**config.mk**
```make
export PLATFORM = sky130hd
export DESIGN_NAME = greedy_word_wrap_top_flat
export DESIGN_NICKNAME = d
export VERILOG_FILES = /design/src/design/gwr_pkg.sv /design/src/design/gwr_if.sv /design/src/design/gwr_cell.sv /design/src/design/gwr_space_search.sv /design/src/design/greedy_word_wrap_top.sv /design/src/flat_wrapper.sv
export SDC_FILE = /design/constraint.sdc
export NUM_CORES = 1
export LEC_CHECK = 0
export BUFFER_PORTS_ARGS = -buffer_cell sky130_fd_sc_hd__buf_2
export CAP_MARGIN = 0
export CORE_MARGIN = 3
export CORE_UTILIZATION = 25
export CTS_CLUSTER_SIZE = 20
export DETAILED_ROUTE_END_ITERATION = 6
export PLACE_DENSITY = 0.39
export SLEW_MARGIN = 40
export SYNTH_ARGS = -nofsm -noshare
export SYNTH_HDL_FRONTEND = slang
export SYNTH_HIERARCHICAL = 1
export SYNTH_SLANG_ARGS = --single-unit
```
**constraint.sdc**
```tcl
create_clock -name clk -period 4.39 [get_ports clk]
set_input_delay 1.317 -clock clk [delete_from_list [all_inputs] [get_ports clk]]
set_output_delay 1.317 -clock clk [all_outputs]
set_load 0.05 [all_outputs]
```
**src/design/gwr_pkg.sv**
```systemverilog
package gwr_pkg;

  localparam int MAX_LINE_DEF = 32;
  localparam int CFG_W = 6;
  localparam int BYTE_W = 8;

  localparam logic [BYTE_W-1:0] SPACE_CHAR = 8'd32;
  localparam logic [BYTE_W-1:0] NEWLINE_CHAR = 8'd10;
  localparam logic [CFG_W-1:0] LIMIT_RESET = 6'd32;

  // per-cell control from the sequencer
  typedef struct packed {
    logic shift;
    logic load;
  } cell_ctrl_t;

endpackage

```
**src/design/gwr_if.sv**
```systemverilog
interface gwr_in_if;
  logic       valid;
  logic       ready;
  logic [7:0] in_byte;
  logic       end_of_text;

  modport source (output valid, output in_byte, output end_of_text, input ready);
  modport sink (input valid, input in_byte, input end_of_text, output ready);
endinterface

interface gwr_out_if;
  logic       valid;
  logic       ready;
  logic [7:0] out_byte;
  logic       word_too_long;
  logic       run_last;
  logic       text_done;

  modport source (output valid, output out_byte, output word_too_long,
                  output run_last, output text_done, input ready);
  modport sink (input valid, input out_byte, input word_too_long,
                input run_last, input text_done, output ready);
endinterface

```
**src/design/gwr_cell.sv**
```systemverilog
module gwr_cell (
  input  logic                clk,
  input  gwr_pkg::cell_ctrl_t ctrl,
  input  logic [7:0]          load_byte,
  input  logic [7:0]          next_byte,
  output logic [7:0]          data,
  output logic                is_space
);
  import gwr_pkg::*;

  // load the new character, or take the neighbor's byte as the line drains
  always_ff @(posedge clk) begin
    if (ctrl.load) begin
      data <= load_byte;
    end else if (ctrl.shift) begin
      data <= next_byte;
    end
  end

  assign is_space = (data == SPACE_CHAR);
endmodule

```
**src/design/gwr_space_search.sv**
```systemverilog
module gwr_space_search #(
  parameter int DEPTH = 33,
  parameter int CW = 6
) (
  input  logic [DEPTH-1:0] space_flags,
  input  logic [CW-1:0]    limit,
  output logic             found,
  output logic [CW-1:0]    pos
);
  import gwr_pkg::*;

  // highest space at an index no greater than the limit
  always_comb begin
    found = 1'b0;
    pos = '0;
    for (int i = 0; i < DEPTH; i++) begin
      if (space_flags[i] && (CW'(i) <= limit)) begin
        found = 1'b1;
        pos = CW'(i);
      end
    end
  end
endmodule

```
**src/design/greedy_word_wrap_top.sv**
```systemverilog
// Channel   Dir  Payload                                         Handshake
// text_in   in   in_byte[7:0], end_of_text                       valid/ready
// text_out  out  out_byte[7:0], word_too_long, run_last,         valid/ready
//                text_done
// cfg       in   cfg_wdata[5:0] (line_limit)                     cfg_we
//
// A character that causes no break is loaded into the cell row in IDLE, and
// CHECK then compares the fill against the limit before the next is taken.
// A break runs the space search in CHECK, then BYTES emits the held bytes and
// NEWLN the newline as the cell row shifts toward the output register; a final
// flush emits each held byte from FLUSH. text_in is held off while a line drains.
// Output stalls freeze the cell row. Reset is synchronous; no clearing pass.
module greedy_word_wrap_top #(
  parameter int MAX_LINE = gwr_pkg::MAX_LINE_DEF
) (
  input  logic                      clk,
  input  logic                      rst,
  gwr_in_if.sink                    text_in,
  gwr_out_if.source                 text_out,
  input  logic                      cfg_we,
  input  logic [gwr_pkg::CFG_W-1:0] cfg_wdata
);
  import gwr_pkg::*;

  localparam int DEPTH = MAX_LINE + 1;
  localparam int CW = $clog2(MAX_LINE + 2);
  localparam logic [CFG_W-1:0] MAX_LIM = CFG_W'(MAX_LINE);

  typedef enum logic [2:0] {IDLE, CHECK, BYTES, NEWLN, FLUSH} state_t;

  state_t state;
  logic [CFG_W-1:0] line_limit;
  logic [CW-1:0] fill;
  logic [CW-1:0] pos_cnt;
  logic last_r;
  logic discarding;

  logic o_valid;
  logic [7:0] o_byte;
  logic o_err;
  logic o_run_last;
  logic o_text_done;

  logic [CFG_W-1:0] lim6;
  logic [CW-1:0] lim;
  logic slot_free;
  logic accept;
  logic do_shift;
  logic emit;
  logic found;
  logic [CW-1:0] space_pos;
  logic [CW-1:0] fill_dec;

  logic [7:0] cell_data [DEPTH];
  logic [7:0] cell_next [DEPTH];
  logic [DEPTH-1:0] space_flags;
  cell_ctrl_t cell_ctrl [DEPTH];

  always_comb begin
    if (line_limit == '0) begin
      lim6 = CFG_W'(1);
    end else if (line_limit > MAX_LIM) begin
      lim6 = MAX_LIM;
    end else begin
      lim6 = line_limit;
    end
  end
  assign lim = CW'(lim6);

  assign slot_free = !o_valid || text_out.ready;
  assign text_in.ready = (state == IDLE);
  assign accept = text_in.valid && text_in.ready;
  assign do_shift = slot_free && (state == BYTES || state == NEWLN || state == FLUSH);
  // a new transaction enters the output register this cycle
  assign emit = do_shift || (slot_free && state == CHECK && fill > lim && !found);
  assign fill_dec = fill - CW'(1);

  always_ff @(posedge clk) begin
    if (rst) begin
      line_limit <= LIMIT_RESET;
    end else if (cfg_we) begin
      line_limit <= cfg_wdata;
    end
  end

  for (genvar g = 0; g < DEPTH; g++) begin : g_cell
    if (g == DEPTH - 1) begin : g_end
      assign cell_next[g] = '0;
    end else begin : g_mid
      assign cell_next[g] = cell_data[g+1];
    end
    assign cell_ctrl[g].shift = do_shift;
    assign cell_ctrl[g].load = accept && !discarding && (fill == CW'(g));

    gwr_cell u_cell (
      .clk       (clk),
      .ctrl      (cell_ctrl[g]),
      .load_byte (text_in.in_byte),
      .next_byte (cell_next[g]),
      .data      (cell_data[g]),
      .is_space  (space_flags[g])
    );
  end

  gwr_space_search #(
    .DEPTH (DEPTH),
    .CW    (CW)
  ) u_search (
    .space_flags (space_flags),
    .limit       (lim),
    .found       (found),
    .pos         (space_pos)
  );

  always_ff @(posedge clk) begin
    if (rst) begin
      state <= IDLE;
      fill <= '0;
      pos_cnt <= '0;
      last_r <= 1'b0;
      discarding <= 1'b0;
      o_valid <= 1'b0;
    end else begin
      o_valid <= emit || (o_valid && !text_out.ready);
      case (state)
        IDLE: begin
          if (accept) begin
            if (discarding) begin
              if (text_in.end_of_text) begin
                discarding <= 1'b0;
              end
            end else begin
              fill <= fill + CW'(1);
              last_r <= text_in.end_of_text;
              state <= CHECK;
            end
          end
        end
        CHECK: begin
          if (fill > lim) begin
            if (!found) begin
              if (slot_free) begin
                o_byte <= '0;
                o_err <= 1'b1;
                o_run_last <= 1'b1;
                o_text_done <= last_r;
                fill <= '0;
                discarding <= !last_r;
                state <= IDLE;
              end
            end else begin
              pos_cnt <= space_pos;
              state <= (space_pos == '0) ? NEWLN : BYTES;
            end
          end else if (last_r && fill != '0) begin
            state <= FLUSH;
          end else begin
            state <= IDLE;
          end
        end
        BYTES: begin
          if (slot_free) begin
            o_byte <= cell_data[0];
            o_err <= 1'b0;
            o_run_last <= 1'b0;
            o_text_done <= 1'b0;
            fill <= fill_dec;
            pos_cnt <= pos_cnt - CW'(1);
            if (pos_cnt == CW'(1)) begin
              state <= NEWLN;
            end
          end
        end
        NEWLN: begin
          // drop the space; this newline ends the run unless more follows
          if (slot_free) begin
            o_byte <= NEWLINE_CHAR;
            o_err <= 1'b0;
            if (fill_dec > lim) begin
              o_run_last <= 1'b0;
              o_text_done <= 1'b0;
            end else begin
              o_run_last <= !last_r || (fill_dec == '0);
              o_text_done <= last_r && (fill_dec == '0);
            end
            fill <= fill_dec;
            state <= CHECK;
          end
        end
        FLUSH: begin
          if (slot_free) begin
            o_byte <= cell_data[0];
            o_err <= 1'b0;
            o_run_last <= (fill == CW'(1));
            o_text_done <= (fill == CW'(1));
            fill <= fill_dec;
            if (fill == CW'(1)) begin
              state <= IDLE;
            end
          end
        end
        default: begin
          state <= IDLE;
        end
      endcase
    end
  end

  assign text_out.valid = o_valid;
  assign text_out.out_byte = o_byte;
  assign text_out.word_too_long = o_err;
  assign text_out.run_last = o_run_last;
  assign text_out.text_done = o_text_done;

  a_fill_bound: assert property (@(posedge clk) disable iff (rst)
    fill <= CW'(DEPTH))
    else $error("line store fill beyond depth");

  a_discard_empty: assert property (@(posedge clk) disable iff (rst)
    discarding |-> (fill == '0))
    else $error("store not empty while discarding");

  a_bytes_in_range: assert property (@(posedge clk) disable iff (rst)
    (state == BYTES) |-> (pos_cnt != '0 && pos_cnt < fill))
    else $error("break position outside held bytes");

  a_error_ends_run: assert property (@(posedge clk) disable iff (rst)
    (o_valid && o_err) |-> (o_run_last && o_byte == '0))
    else $error("error result malformed");

  a_drain_nonempty: assert property (@(posedge clk) disable iff (rst)
    (state == FLUSH || state == NEWLN) |-> (fill != '0))
    else $error("drain from empty store");
endmodule

```
**src/flat_wrapper.sv**
```systemverilog
// flat-port wrapper written by rule: the top's interface ports become plain ports
module greedy_word_wrap_top_flat import gwr_pkg::*;
#(
  parameter int MAX_LINE = gwr_pkg::MAX_LINE_DEF
)
  (clk, rst, cfg_we, cfg_wdata, text_in_valid, text_in_in_byte, text_in_end_of_text, text_in_ready, text_out_valid, text_out_out_byte, text_out_word_too_long, text_out_run_last, text_out_text_done, text_out_ready);
  gwr_in_if text_in_i ();
  gwr_out_if text_out_i ();
  input  logic clk;
  input  logic rst;
  input  logic cfg_we;
  input  logic [gwr_pkg::CFG_W-1:0] cfg_wdata;
  input wire logic [$bits(text_in_i.valid)-1:0] text_in_valid;
  input wire logic [$bits(text_in_i.in_byte)-1:0] text_in_in_byte;
  input wire logic [$bits(text_in_i.end_of_text)-1:0] text_in_end_of_text;
  output wire logic [$bits(text_in_i.ready)-1:0] text_in_ready;
  output wire logic [$bits(text_out_i.valid)-1:0] text_out_valid;
  output wire logic [$bits(text_out_i.out_byte)-1:0] text_out_out_byte;
  output wire logic [$bits(text_out_i.word_too_long)-1:0] text_out_word_too_long;
  output wire logic [$bits(text_out_i.run_last)-1:0] text_out_run_last;
  output wire logic [$bits(text_out_i.text_done)-1:0] text_out_text_done;
  input wire logic [$bits(text_out_i.ready)-1:0] text_out_ready;
  assign text_in_i.valid = text_in_valid;
  assign text_in_i.in_byte = text_in_in_byte;
  assign text_in_i.end_of_text = text_in_end_of_text;
  assign text_in_ready = text_in_i.ready;
  assign text_out_valid = text_out_i.valid;
  assign text_out_out_byte = text_out_i.out_byte;
  assign text_out_word_too_long = text_out_i.word_too_long;
  assign text_out_run_last = text_out_i.run_last;
  assign text_out_text_done = text_out_i.text_done;
  assign text_out_i.ready = text_out_ready;
  greedy_word_wrap_top #(.MAX_LINE(MAX_LINE)) u_core (.clk(clk), .rst(rst), .text_in(text_in_i), .text_out(text_out_i), .cfg_we(cfg_we), .cfg_wdata(cfg_wdata));
endmodule
```
==> results.ini, run 1 <==
[run_status]
status=finished clean

[min_path]
hold-path-endpoint=u_core/pos_cnt[4]
worstHoldStart=u_core/pos_cnt[4]
hp-class=flip-flop to flip-flop
worstHoldPathCells=2

[timing]
tightest_slew_ns=0.817
period_minus_slack_ns=4.09
rsz0062_at_grt=false
fin_worst_skew_ns=0.0177
slew_violations=0
tns_ns=0
relSlewSlack_pct=45.6
layout_worst_path_cycle_share_pct=93.1
hold_viol_final=0
setup_viol=0
max_freq_ghz=0.245
setup_ws_ns=0.303

[placed_design]
place.gp.congestion=0.823
pre_cts_slack_ns=0.285
hpwl_um=30300
io_buffers=32

[yosys]
synth_seq_area_share_pct=51.3
syn_avg_cell_area_um2=13.9
yosys_warnings=6
synth_area_leader_cell=edfxtp_1
synthDistinctLibCells=86
ys_top_cells_by_area=edfxtp_1 48%, mux2_4 23%, dfxtp_1 2.8%
synth_common_cells=275 x edfxtp_1, 264 x mux2_4, 106 x nor2_1, 42 x nor4_1, 41 x nand2_1
synthArstFlopShare_pct=0
synth_cells=1228
synth.top_cell.area_share_pct=48.5
synth_area_um2=17000
synth_edf_count=275
yosysMostFrequentCell=edfxtp_1
ys_seq_elements=299
ys.flop_type=edfxtp_1

[clock_network]
cts_tree=yes
cts_root_buf=clkbuf_16
cts_buffers=39
clkLatencyLatePin_ns=0.56
ctsHoldBuffers=0
clock_path_buffers=3
clk_pin_slew_worst_paths_ns=0.06
htree_levels=2
clock-sinks=299

[pwr]
p_leak_nw=7.18
powerDensity_nw_per_um2=585
finalPower_mw=11.4
ir_drop_mv=0.250

[global_routing]
grt_overflow=0
grt_usage_pct=12.3
grt_pass1_vias=10700
antenna_found_initial=0
grt_start_max_net_pins=36
grt_pass1_wl_um=66800

[worst_setup_path]
critical_path_class=flip-flop to flip-flop
worstSetupStartpoint=u_core/line_limit[5]
regToRegSetupSlack_ns=0.30
r2r_cells=12
rr_startpoint=u_core/line_limit[5]
crit_required_ns=4.64
timing.rr.end=u_core/text_out.out_byte[6]
cp-start-kind=flip-flop
worstPathMaxFanout=14
cp-end-kind=flip-flop
arrival_ns=4.34

[routing]
ant_nets=0
vias_per_cell=4.69
wl_um=44200
vias=10300
wl_per_cell_um=20.1
first_pass_iters=5
drc=0
drtIter0Drc=730

[floorplanning]
initial_core_util_pct=25.3
rows=95
die_h_um=267
ios=33
core_um2=67300
dieWidth_um=267
die_area_um2=71300

[layout]
antenna_cells=0
register_area_um2=8740
syn_to_final_growth_pct=14.5
multi_input_area_um2=7690
fillers=6821
nNetsFinal=1334
drive_above_1_share_pct=35.7

[job]
maxCapViolCount=0

## worst max path at each step
| stage | end | cells past startpoint |
|---|---|---|
| finish | u_core/text_out.out_byte[6] | 12 |
| global route | u_core/text_out.out_byte[3] | 12 |
| CTS | u_core/text_out.out_byte[6] | 12 |
| detailed placement | u_core/text_out.out_byte[6] | 12 |
| global placement | u_core/text_out.out_byte[6] | 12 |
| floorplan | u_core/text_out.out_byte[0] | 13 |
## layer usage
| layer | up-vias | GRT usage, % | routed length (µm) |
|---|---|---|---|
| li1 | 4887 | - | - |
| met1 | 5148 | 16.3 | 20700 |
| met2 | 207 | 20.4 | 20500 |
| met3 | 56 | 2.62 | 2000 |
| met4 | 0 | 3.35 | 941 |
| met5 | - | 0 | 0 |
## state kept, by name, summed over array words and instances (netlist names)
name                           flops
u_core/pos_cnt                     6
u_core/fill                        6
u_core/line_limit                  6
u_core/text_out.valid              1
u_core/g_cell.u_cell/data        264
u_core/text_out.word_too_long      1
u_core/text_out.text_done          1
u_core/text_out.out_byte           8
u_core/text_out.run_last           1
u_core/state                       3
u_core/last_r                      1
u_core/discarding                  1
## worst max-delay path, stage by stage, from the launching register on
cell     delay, ns
dfxtp_1       0.37
inv_1         0.13
nand2_1       0.16
inv_1         0.22
or4_4         0.65
o21a_1        0.20
o22ai_2       0.12
or4b_1        0.45
or4b_4        0.56
o21ai_1       0.21
nand2_1       0.14
nor4b_2       0.34
buf_4         0.23
## where the power goes
group / switching (mW) / total, mW / internal, mW
combinational: 1.70 / 3.32 / 1.62
clock: 1.23 / 3.07 / 1.84
sequential: 0.540 / 5.00 / 4.46
total: 3.47 / 11.4 / 7.93
## placed cells by master, fill, tap and decap left out, types with 5 or more instances in the layout
cell,n
o41ai_1,5
and2_1,10
or3_1,9
edfxtp_1,275
and4b_1,34
a211o_1,7
conb_1,8
buf_2,26
dfxtp_1,24
buf_4,65
clkbuf_16,40
clkinv_1,5
o31ai_1,9
and3_1,6
nand4_1,5
o211ai_1,7
nor3_1,15
nand2b_1,7
o21ai_0,26
mux2_4,264
nand2_1,41
nor2b_1,7
or2_2,37
a211oi_1,10
clkinv_2,6
clkbuf_1,8
mux2i_1,6
nand3_1,18
ha_1,19
a31oi_1,11
inv_1,24
o21a_1,6
a311oi_1,5
nor4_1,40
a21oi_1,29
nor2_1,104
## through the flow
stage	cells	hold WS [ns]	util (%)	area [µm²]
2_1_floorplan	1235	0.444	-	17100
3_3_place_gp	2127	0.463	27.1	18200
3_5_place_dp	2127	0.468	27.1	18300
4_1_cts	2194	0.477	29.0	19500
5_1_grt	2194	0.507	29.0	19500
6_report	2194	0.476	29.0	19500
## kinds of logic (layout without fill, tap and decap cells)
family,count (synthesis),count (layout),share of synthesized area (%)
muxes,270,270,23.6
xor gates and xnor gates,7,7,0.360
adders and majority gates,21,21,1.51
buffers and inverters,98,184,3.89
and+or+nand+nor,367,367,12.4
AOI/OAI and AO/OA,165,165,6.88
DFF,299,299,51.3
other,1,8,0.0220
## final cells by class
| class | count | share of cell area, % |
|---|---|---|
| flip-flops and latches | 299 | 44.8 |
| clock buffers | 48 | 5.29 |
| clock inverters | 19 | 0.976 |
| inverters | 24 | 0.462 |
| repair buffers | 93 | 3.38 |
| well taps | 873 | 5.60 |
| multi-input cells | 838 | 39.5 |
## repair_timing
item                                    in CTS  in global routing
buffers inserted                             0                  0
endpoints found under the setup margin       0                 11
gates resized for setup                      0                  2
(Power assumes the default switching activity.)
==> inputs of run 2 (changes only) <==
- CORE_UTILIZATION: 25 -> 50
- PLACE_DENSITY: 0.39 -> 0.67
==> results.ini, run 2 (synthesized netlist as in run 1, its figures left out) <==
[timing]
setup_viol=0
slew_violations=0
rsz0062_at_grt=false
period_minus_slack_ns=4.21
hold_viol_final=0
tightest_slew_ns=0.848
layout_worst_path_cycle_share_pct=95.8
tns_ns=0
max_freq_ghz=0.238
fin_worst_skew_ns=0.0173
relSlewSlack_pct=42.7

[worst_setup_path]
worstPathMaxFanout=14
cp-end-kind=flip-flop
r2r_cells=11
crit_required_ns=4.59
arrival_ns=4.40
critical_path_class=flip-flop to flip-flop
cp-start-kind=flip-flop

[min_path]
worstHoldPathCells=2
hp-class=flip-flop to flip-flop

[global_routing]
grt_pass1_wl_um=57400
grt_pass1_vias=10200
grt_usage_pct=20.0
grt_overflow=0
grt_start_max_net_pins=34
antenna_found_initial=0

[clock_network]
cts_tree=yes
ctsHoldBuffers=0
cts_root_buf=clkbuf_16
clkLatencyLatePin_ns=0.57
post_cts_resized=0
cts_buffers=31
clk_pin_slew_worst_paths_ns=0.07
htree_levels=1
clock_path_buffers=3
cts_setup_buffers=0
clock-sinks=299

[placed_design]
place.gp.congestion=0.913
dp.cells=1687
hpwl_um=24800
io_buffers=32

[layout]
regMostFlops=u_core/g_cell.u_cell/data
final_cell_mix=275 x edfxtp_1, 264 x mux2_4, 105 x nor2_1
antenna_cells=0
nNetsFinal=1317
drive_above_1_share_pct=34.7
largest_register_ffs=264
finalNonFillerCells=1743
syn_to_final_growth_pct=9.09
final_common_cell=edfxtp_1
fillers=2738

[job]
maxCapViolCount=0

[run_status]
status=finished clean

[pwr]
p_seq_share_pct=47.0
powerDensity_nw_per_um2=575
netSwitchingFraction_pct=30.2
p_clk_share_pct=23.1
power_frac_comb_pct=29.9
ir_drop_mv=0.447
finalPower_mw=10.7
p_leak_nw=7.00
internal_power_mw=7.46
switching_power_mw=3.22

[routing]
wl_um=36700
drtIter0Drc=872
drc=0
wl_per_cell_um=21.1
vias=10400
ant_nets=0
first_pass_iters=6
vias_per_cell=5.99

[floorplanning]
initial_core_util_pct=51.6
die_area_um2=36300
dieWidth_um=191
die_h_um=191
core_um2=33000
rows=66
ios=33

[run 2: cell types whose count changed in the layout (fill, tap and decap cells not counted), moves of 2 or more]
cell	change
buf_12	-2
bufinv_16	-2
clkinv_1	-2
clkbuf_16	-9
clkbuf_8	+3
buf_4	-6
clkinvlp_4	+2
[run 2: cell type report]
cell class | instances | area, µm² | share of cell area (%)
sequential | 299 | 8740 | 47.0
multi-input combinational | 838 | 7670 | 41.3
clock buffer | 41 | 843 | 4.54
timing repair buffer | 84 | 568 | 3.06
tap | 442 | 553 | 2.98
clock inverter | 15 | 109 | 0.586
inverter | 24 | 90.1 | 0.485
[run 2: stage by stage]
step | setup slack, ns | hold slack, ns | cell area (µm²) | utilization (%)
after global routing | 0.0193 | 0.494 | 18600 | 56.2
after floorplan | 0.283 | 0.444 | 17100 | -
after CTS | 0.204 | 0.471 | 18600 | 56.2
after detailed placement | 0.244 | 0.463 | 17600 | 53.3
after global placement | 0.412 | 0.460 | 17600 | 53.3
final | 0.185 | 0.469 | 18600 | 56.2
[run 2: path summary, 6_finish.rpt]
path / start / endpoint / slack (ns)
max: u_core/line_limit[5] / u_core/text_out.run_last / 0.18
min: u_core/pos_cnt[4] / u_core/pos_cnt[4] / 0.47
max reg2reg: u_core/line_limit[5] / u_core/text_out.run_last / 0.18
min reg2reg: u_core/pos_cnt[4] / u_core/pos_cnt[4] / 0.47
[run 2: routing by layer]
metal / global-route usage, % / part of all wire, % / routed length, µm / up-vias
met1: 29.0 / 45 / 16700 / 5165
met2: 31.8 / 45 / 16600 / 379
met4: 4.29 / 2.2 / 804 / 0
li1: - / - / - / 4839
met5: 0 / 0 / 0 / -
met3: 3.62 / 7.2 / 2630 / 58
[run 2: power groups by stage]
| stage | Clock (mW) | Sequential, mW | Combinational (mW) |
|---|---|---|---|
| final | 2.47 | 5.02 | 3.20 |
| after global routing | 2.66 | 5.13 | 3.45 |
| after CTS | 2.53 | 5.02 | 3.18 |
| after detailed placement | 0 | 5.07 | 3.15 |
| after global placement | 0 | 5.03 | 3.09 |
| after floorplan | 0 | 4.95 | 2.50 |
[run 2: worst max-delay path: stages, from the launching register on]
cell	delay (ns)
dfxtp_1	0.36
inv_1	0.13
nand2_1	0.15
inv_1	0.22
or4_4	0.64
o21a_1	0.20
o22ai_2	0.13
or4b_1	0.46
or4b_1	0.65
o21ai_1	0.27
nand2_1	0.14
nor4b_1	0.48
